## config.mk

```make
export PLATFORM = sky130hd
export DESIGN_NAME = pulse_meter_energy_power_flat
export DESIGN_NICKNAME = d
export VERILOG_FILES = /design/src/design/pme_pkg.sv /design/src/design/pme_if.sv /design/src/design/pme_ctrl.sv /design/src/design/pme_dp.sv /design/src/design/pulse_meter_energy_power.sv /design/src/flat_wrapper.sv
export VERILOG_INCLUDE_DIRS = /design/src /design/src/design
export SDC_FILE = /design/constraint.sdc
export NUM_CORES = 1
export LEC_CHECK = 0
export BUFFER_PORTS_ARGS = -buffer_cell sky130_fd_sc_hd__buf_2
export CAP_MARGIN = 5
export CORE_MARGIN = 4
export CORE_UTILIZATION = 30
export DETAILED_ROUTE_END_ITERATION = 8
export PLACE_DENSITY = 0.52
export RECOVER_POWER = 100
export SKIP_CTS_REPAIR_TIMING = 1
export SLEW_MARGIN = 20
export SYNTH_ARGS = -nofsm -noshare
export SYNTH_HDL_FRONTEND = slang
export SYNTH_HIERARCHICAL = 1
export SYNTH_SLANG_ARGS = --single-unit
```

## constraint.sdc

```tcl
create_clock -name clk -period 6.25 [get_ports clk]
set_input_delay 0.9375 -clock clk [delete_from_list [all_inputs] [get_ports clk]]
set_output_delay 0.9375 -clock clk [all_outputs]
set_load 0.1 [all_outputs]
```

## src/design/pulse_meter_energy_power_assert.svh

```systemverilog
// Assertion macros for the impulse meter
`ifndef PULSE_METER_ENERGY_POWER_ASSERT_SVH
`define PULSE_METER_ENERGY_POWER_ASSERT_SVH

// same-cycle implication
`define PME_ASSERT_IMP(lbl, clk, rst, ante, cons) \
  lbl: assert property (@(posedge clk) disable iff (rst) (ante) |-> (cons)) \
    else $error("pme assertion failed");

// next-cycle implication
`define PME_ASSERT_NXT(lbl, clk, rst, ante, cons) \
  lbl: assert property (@(posedge clk) disable iff (rst) (ante) |=> (cons)) \
    else $error("pme assertion failed");

`endif

```

## src/design/pme_pkg.sv

```systemverilog
package pme_pkg;

  localparam int unsigned DATA_W    = 32;
  localparam int unsigned DEB_W     = 16;
  localparam int unsigned CFG_IDX_W = 4;
  localparam int unsigned DIV_CNT_W = 5;

  typedef logic [DATA_W-1:0]    data_t;
  typedef logic [DEB_W-1:0]     deb_t;
  typedef logic [CFG_IDX_W-1:0] cfg_idx_t;
  typedef logic [DIV_CNT_W-1:0] div_cnt_t;

  localparam logic CMD_TICK    = 1'b0;
  localparam logic CMD_TRIGGER = 1'b1;

  localparam cfg_idx_t REG_DEBOUNCE = cfg_idx_t'(0);
  localparam cfg_idx_t REG_SCALE    = cfg_idx_t'(1);

  localparam deb_t  DEBOUNCE_RESET = deb_t'(10);
  localparam data_t SCALE_RESET    = data_t'(3600 * 1000 * 100);
  localparam data_t DATA_MAX       = '1;

  localparam div_cnt_t DIV_LAST = '1;

  typedef enum logic [1:0] {
    S_IDLE,
    S_DIV,
    S_DONE
  } state_t;

  typedef struct packed {
    logic tick;
    logic start;
    logic step;
    logic load_out;
  } ctrl_cmd_t;

  typedef struct packed {
    logic is_tick;
    logic hit;
    logic div_last;
  } dp_status_t;

endpackage

```

## src/design/pme_if.sv

```systemverilog
interface pme_in_if;
  logic valid;
  logic ready;
  logic command;
  logic comparator_high;

  modport source (output valid, command, comparator_high, input ready);
  modport sink   (input valid, command, comparator_high, output ready);
endinterface

interface pme_out_if;
  logic           valid;
  logic           ready;
  pme_pkg::data_t energy_wh;
  pme_pkg::data_t power_centiwatts;
  pme_pkg::data_t interval_ms;

  modport source (output valid, energy_wh, power_centiwatts, interval_ms, input ready);
  modport sink   (input valid, energy_wh, power_centiwatts, interval_ms, output ready);
endinterface

interface pme_cfg_if;
  logic              valid;
  logic              ready;
  pme_pkg::cfg_idx_t index;
  pme_pkg::data_t    data;

  modport source (output valid, index, data, input ready);
  modport sink   (input valid, index, data, output ready);
endinterface

```

## src/design/pme_ctrl.sv

```systemverilog
`include "pulse_meter_energy_power_assert.svh"

module pme_ctrl (
  input  logic                clk,
  input  logic                rst,
  input  logic                in_valid,
  output logic                in_ready,
  output logic                out_valid,
  input  logic                out_ready,
  input  pme_pkg::dp_status_t st,
  output pme_pkg::ctrl_cmd_t  cmd
);

  pme_pkg::state_t state, state_next;
  logic            out_valid_next;
  logic            accept;

  assign accept = in_valid && in_ready;

  always_ff @(posedge clk) begin
    if (rst) begin
      state     <= pme_pkg::S_IDLE;
      out_valid <= 1'b0;
    end else begin
      state     <= state_next;
      out_valid <= out_valid_next;
    end
  end

  always_comb begin
    state_next = state;
    unique case (state)
      pme_pkg::S_IDLE: begin
        if (accept && st.hit) state_next = pme_pkg::S_DIV;
      end
      pme_pkg::S_DIV: begin
        if (st.div_last) state_next = pme_pkg::S_DONE;
      end
      pme_pkg::S_DONE: begin
        if (!out_valid || out_ready) state_next = pme_pkg::S_IDLE;
      end
      default: state_next = pme_pkg::S_IDLE;
    endcase
  end

  always_comb begin
    in_ready     = (state == pme_pkg::S_IDLE);
    cmd.tick     = accept && st.is_tick;
    cmd.start    = accept && st.hit;
    cmd.step     = (state == pme_pkg::S_DIV);
    cmd.load_out = (state == pme_pkg::S_DONE) && (!out_valid || out_ready);
    out_valid_next = cmd.load_out || (out_valid && !out_ready);
  end

  `PME_ASSERT_NXT(a_start_div, clk, rst, accept && st.hit, state == pme_pkg::S_DIV)
  `PME_ASSERT_NXT(a_div_runs, clk, rst, (state == pme_pkg::S_DIV) && !st.div_last, state == pme_pkg::S_DIV)
  `PME_ASSERT_NXT(a_div_ends, clk, rst, (state == pme_pkg::S_DIV) && st.div_last, state == pme_pkg::S_DONE)
  `PME_ASSERT_NXT(a_done_waits, clk, rst, (state == pme_pkg::S_DONE) && out_valid && !out_ready, state == pme_pkg::S_DONE)
  `PME_ASSERT_IMP(a_no_tick_and_hit, clk, rst, cmd.tick, !cmd.start)

endmodule

```

## src/design/pme_dp.sv

```systemverilog
module pme_dp (
  input  logic                 clk,
  input  logic                 rst,
  input  pme_pkg::ctrl_cmd_t   cmd,
  output pme_pkg::dp_status_t  st,
  input  logic                 command,
  input  logic                 comparator_high,
  input  logic                 cfg_we,
  input  pme_pkg::cfg_idx_t    cfg_index,
  input  pme_pkg::data_t       cfg_data,
  output pme_pkg::data_t       energy_wh,
  output pme_pkg::data_t       power_centiwatts,
  output pme_pkg::data_t       interval_ms
);

  pme_pkg::deb_t     debounce_ms;
  pme_pkg::data_t    power_scale;
  pme_pkg::data_t    pulse_total;
  pme_pkg::data_t    elapsed_ms;
  pme_pkg::data_t    divisor;
  pme_pkg::data_t    quot;
  pme_pkg::data_t    rem;
  pme_pkg::div_cnt_t count;

  logic [pme_pkg::DATA_W:0]   rem_shift;
  logic [pme_pkg::DATA_W+1:0] diff;
  logic                       ge;
  logic                       debounced;

  assign debounced = (elapsed_ms >= {{(pme_pkg::DATA_W - pme_pkg::DEB_W){1'b0}}, debounce_ms});

  always_comb begin
    st.is_tick  = (command == pme_pkg::CMD_TICK);
    st.hit      = (command == pme_pkg::CMD_TRIGGER) && !comparator_high && debounced;
    st.div_last = (count == pme_pkg::DIV_LAST);
  end

  // restoring divider, one quotient bit per step; a zero divisor yields all ones
  assign rem_shift = {rem, quot[pme_pkg::DATA_W-1]};
  assign diff      = {1'b0, rem_shift} - {2'b00, divisor};
  assign ge        = !diff[pme_pkg::DATA_W+1];

  always_ff @(posedge clk) begin
    if (rst) begin
      debounce_ms <= pme_pkg::DEBOUNCE_RESET;
      power_scale <= pme_pkg::SCALE_RESET;
    end else if (cfg_we) begin
      if (cfg_index == pme_pkg::REG_DEBOUNCE) begin
        debounce_ms <= cfg_data[pme_pkg::DEB_W-1:0];
      end else if (cfg_index == pme_pkg::REG_SCALE) begin
        power_scale <= cfg_data;
      end
    end
  end

  always_ff @(posedge clk) begin
    if (rst) begin
      pulse_total <= '0;
      elapsed_ms  <= '0;
    end else if (cmd.start) begin
      pulse_total <= pulse_total + pme_pkg::data_t'(1);
      elapsed_ms  <= '0;
    end else if (cmd.tick && (elapsed_ms != pme_pkg::DATA_MAX)) begin
      elapsed_ms <= elapsed_ms + pme_pkg::data_t'(1);
    end
  end

  always_ff @(posedge clk) begin
    if (cmd.start) begin
      divisor <= elapsed_ms;
      quot    <= power_scale;
      rem     <= '0;
      count   <= '0;
    end else if (cmd.step) begin
      quot  <= {quot[pme_pkg::DATA_W-2:0], ge};
      rem   <= ge ? diff[pme_pkg::DATA_W-1:0] : rem_shift[pme_pkg::DATA_W-1:0];
      count <= count + pme_pkg::div_cnt_t'(1);
    end
  end

  always_ff @(posedge clk) begin
    if (cmd.load_out) begin
      energy_wh        <= pulse_total;
      power_centiwatts <= quot;
      interval_ms      <= divisor;
    end
  end

endmodule

```

## src/design/pulse_meter_energy_power.sv

```systemverilog
// Flow: a counted trigger is taken into the divider, which runs one step per
// quotient bit; the result is then loaded out and offered; output stalls delay it.
// Ticks and ignored triggers are taken while the meter is idle; after a counted
// trigger the next input beat waits until the result has been loaded out.
// Reset (rst, synchronous, active high): pulse total and elapsed time clear,
// debounce_ms returns to 10, power_scale to 360000000, no result pending.
module pulse_meter_energy_power (
  input  logic      clk,
  input  logic      rst,
  pme_in_if.sink    in_ch,
  pme_out_if.source out_ch,
  pme_cfg_if.sink   cfg
);

  pme_pkg::ctrl_cmd_t  cmd;
  pme_pkg::dp_status_t st;

  assign cfg.ready = 1'b1;

  pme_ctrl u_ctrl (
    .clk       (clk),
    .rst       (rst),
    .in_valid  (in_ch.valid),
    .in_ready  (in_ch.ready),
    .out_valid (out_ch.valid),
    .out_ready (out_ch.ready),
    .st        (st),
    .cmd       (cmd)
  );

  pme_dp u_dp (
    .clk              (clk),
    .rst              (rst),
    .cmd              (cmd),
    .st               (st),
    .command          (in_ch.command),
    .comparator_high  (in_ch.comparator_high),
    .cfg_we           (cfg.valid),
    .cfg_index        (cfg.index),
    .cfg_data         (cfg.data),
    .energy_wh        (out_ch.energy_wh),
    .power_centiwatts (out_ch.power_centiwatts),
    .interval_ms      (out_ch.interval_ms)
  );

endmodule

```

## src/flat_wrapper.sv

```systemverilog
// flat-port wrapper written by rule: the top's interface ports become plain ports
module pulse_meter_energy_power_flat 
  (clk, rst, in_ch_valid, in_ch_command, in_ch_comparator_high, in_ch_ready, out_ch_valid, out_ch_energy_wh, out_ch_power_centiwatts, out_ch_interval_ms, out_ch_ready, cfg_valid, cfg_index, cfg_data, cfg_ready);
  pme_in_if in_ch_i ();
  pme_out_if out_ch_i ();
  pme_cfg_if cfg_i ();
  input  logic clk;
  input  logic rst;
  input wire logic [$bits(in_ch_i.valid)-1:0] in_ch_valid;
  input wire logic [$bits(in_ch_i.command)-1:0] in_ch_command;
  input wire logic [$bits(in_ch_i.comparator_high)-1:0] in_ch_comparator_high;
  output wire logic [$bits(in_ch_i.ready)-1:0] in_ch_ready;
  output wire logic [$bits(out_ch_i.valid)-1:0] out_ch_valid;
  output wire logic [$bits(out_ch_i.energy_wh)-1:0] out_ch_energy_wh;
  output wire logic [$bits(out_ch_i.power_centiwatts)-1:0] out_ch_power_centiwatts;
  output wire logic [$bits(out_ch_i.interval_ms)-1:0] out_ch_interval_ms;
  input wire logic [$bits(out_ch_i.ready)-1:0] out_ch_ready;
  input wire logic [$bits(cfg_i.valid)-1:0] cfg_valid;
  input wire logic [$bits(cfg_i.index)-1:0] cfg_index;
  input wire logic [$bits(cfg_i.data)-1:0] cfg_data;
  output wire logic [$bits(cfg_i.ready)-1:0] cfg_ready;
  assign in_ch_i.valid = in_ch_valid;
  assign in_ch_i.command = in_ch_command;
  assign in_ch_i.comparator_high = in_ch_comparator_high;
  assign in_ch_ready = in_ch_i.ready;
  assign out_ch_valid = out_ch_i.valid;
  assign out_ch_energy_wh = out_ch_i.energy_wh;
  assign out_ch_power_centiwatts = out_ch_i.power_centiwatts;
  assign out_ch_interval_ms = out_ch_i.interval_ms;
  assign out_ch_i.ready = out_ch_ready;
  assign cfg_i.valid = cfg_valid;
  assign cfg_i.index = cfg_index;
  assign cfg_i.data = cfg_data;
  assign cfg_ready = cfg_i.ready;
  pulse_meter_energy_power u_core (.clk(clk), .rst(rst), .in_ch(in_ch_i), .out_ch(out_ch_i), .cfg(cfg_i));
endmodule
```

==> results.sh <==
export IMPL_yosysUniqueCellTypes=64
export IMPL_finalHoldViolations=0
export IMPL_endpoint_kind="flip-flop"
export IMPL_drive_gt1_frac=0.103
export IMPL_hold_class="flip-flop to flip-flop"
export IMPL_grt_pass1_wl_um=51700
export IMPL_post_route_period_util=0.805
export IMPL_post_route_drc_count=0
export IMPL_htree_levels=2
export IMPL_place_ws_ns=1.66
export IMPL_ioPinCount=142
export IMPL_worstPathCellList="inv_1, ha_1, nand2b_1, a21o_1, a21o_1, a21oi_1, nor2b_1, o21ai_0, a21oi_1, nor3_1, o21ai_0, and3_4, buf_4, nor2_1, inv_1, clkbuf_1"
export IMPL_antenna_cells=0
export IMPL_finalPower_mw=4.76
export IMPL_cts_path_max_buffers=3
export IMPL_cpMaxStageDelayCell="clkbuf_1"
export IMPL_syn_avg_cell_area_um2=10.8
export IMPL_wire_per_inst_um=16.1
export IMPL_dieHeight_um=220
export IMPL_seq_area_frac_synth=0.582
export IMPL_ys_ff_latch=312
export IMPL_cp_required_ns=6.38
export IMPL_cp_data_arrival_time_ns=5.16
export IMPL_violations="capacitance limit, slew limit"
export IMPL_coreArea_um2=44300
export IMPL_cts_buffers_inserted=36
export IMPL_final_core_util=0.359
export IMPL_num_vias=9450
export IMPL_clk_latency_ns=0.55
export IMPL_via_per_inst=4.69
export IMPL_status="complete, but fails checks"
export IMPL_fin_nets=1491
export IMPL_syn_num_nets=1349
export IMPL_detail_route_iter0_violations=568
export IMPL_slew_limit_headroom=-1.40
export IMPL_design_area_um2=15900
export IMPL_drv_cap=5
export IMPL_cts_tree="done"
export IMPL_leakagePower_nw=5.93
export IMPL_fin_cells=2015
export IMPL_final_common_cell="nand2_1"
export IMPL_dpl_cell_area_um2=14900
export IMPL_crit_path_start_kind="flip-flop"
export IMPL_grt_pass1_vias=9380
export IMPL_final_cell_mix="nand2_1, edfxtp_1, dfxtp_1"
export IMPL_place_hpwl_um=22400
export IMPL_gp_congestion=0.818
export IMPL_async_reset_ff_frac=0
export IMPL_syn2layout_area_growth_pct=18.1
export IMPL_synthesis_instances=1253
export IMPL_placed_cells=1949
export IMPL_antenna_found_initial=0
export IMPL_grtUsageTotal=0.133
export IMPL_die_area_um2=48400
export IMPL_max_freq_mhz=199
export IMPL_clk_pin_slew_ns=0.06
export IMPL_crit_type="flip-flop to flip-flop"
export IMPL_timing_hold_ws_ns=0.445
export IMPL_grt_max_degree=78
export IMPL_cts_root_buffer="clkbuf_16"
export IMPL_synth_edf_count=160
export IMPL_worst_slack_ns=1.22
export IMPL_wl_um=32400
export IMPL_vdd_drop_max_mv=0.142
export IMPL_fp_row_count=77
export IMPL_reg2regPathDepth=16
export IMPL_worst_slew_pin_transition_ns=3.59
export IMPL_fin_skew_ns=0.0275
export IMPL_power_density_nw_per_um2=299
export IMPL_cp_slowest_stage_delay_ns=1.36
export IMPL_drt_pass1_iter_count=4
export IMPL_regToRegSetupSlack_ns=1.22
export IMPL_io_buffers=140
export IMPL_yosys_warnings=6
export IMPL_grt_remaining_overflow=0
export IMPL_syn_cell_area_um2=13500
export IMPL_setup_tns_ns=0
export IMPL_numClockSinks=312
export IMPL_die_w_um=220
export IMPL_setup_viol=0
export IMPL_rsz0062_at_grt="no"
export IMPL_hold_depth=0
export IMPL_initial_core_util=0.304
export IMPL_yosys_most_used_dff="edfxtp_1"
export IMPL_crit_fanout=39
export IMPL_maxSlewViolCount=243
export IMPL_ant_nets=0
export IMPL_finalCriticalPeriod_ns=5.03
## where the power goes
group          internal (mW)  switching [mW]  total [mW]
registers               2.18          0.0376        2.21
logic                  0.152           0.216       0.368
clock network           1.32           0.856        2.18
## per-layer routing
layer | GRT usage | part of all wire | up-vias
li1 | - | - | 4740
met1 | 0.175 | 0.46 | 4518
met2 | 0.222 | 0.48 | 146
met3 | 0.0237 | 0.033 | 46
met4 | 0.0446 | 0.025 | 0
met5 | 0 | 0 | -
## flip-flops by register name, indices dropped and copies added, names as in the netlist
name	flops
u_core/u_ctrl/out_valid	1
u_core/u_ctrl/state	2
u_core/u_dp/count	5
u_core/u_dp/debounce_ms	16
u_core/u_dp/divisor	32
u_core/u_dp/elapsed_ms	32
u_core/u_dp/energy_wh	32
u_core/u_dp/interval_ms	32
u_core/u_dp/power_centiwatts	32
u_core/u_dp/power_scale	32
u_core/u_dp/pulse_total	32
u_core/u_dp/quot	32
u_core/u_dp/rem	32
## layout make-up
cell class / instances / area [um^2]
clock buffer: 48 / 977
clock inverter: 18 / 255
fill: 4471 / 28400
inverter: 65 / 244
multi-input combinational: 829 / 5220
sequential: 312 / 7850
tap: 592 / 741
timing repair buffer: 151 / 642
## critical path: cells and delay by family, from the launching register on
family                     cells  cell delay [ns]
DFF                            1             0.44
and+or+nand+nor                5             1.09
adders and majority gates      1             0.26
buffers and inverters          4             2.04
AOI/OAI and AO/OA              6             0.74
## path summary, 6_finish.rpt
path,start,end
worst max-delay path,u_core/u_dp/elapsed_ms[0],u_core/u_dp/quot[16]
worst min-delay path,u_core/u_dp/quot[12],u_core/u_dp/power_centiwatts[12]
worst max register to register,u_core/u_dp/elapsed_ms[0],u_core/u_dp/quot[16]
worst min register to register,u_core/u_dp/quot[12],u_core/u_dp/power_centiwatts[12]
## cell families (layout without fill, tap and decap cells)
kind of cell,Yosys count,after routing,share of synthesized area
xor gates and xnor gates,78,78,0.0507
adders and majority gates,53,53,0.0498
and+or+nand+nor,448,448,0.152
muxes,35,35,0.0290
buffers and inverters,112,282,0.0321
AOI/OAI and AO/OA,214,214,0.104
DFF,312,312,0.582
other,1,1,0.000278
## cells in the mapped netlist (all sizes together) (15+ instances only)
master    n  area (um^2)
nor2    114          428
clkbuf   36          135
a21oi    85          425
xnor2    39          342
xor2     39          342
edfxtp  160         4800
dfxtp   152         3040
nand4    19          119
ha       52          651
o21ai    38          194
nand2   192          721
nand3    28          140
or3      15         93.8
mux2     32          360
a311oi   23          214
and3     18          113
inv      65          244
(Power assumes the default switching activity.)
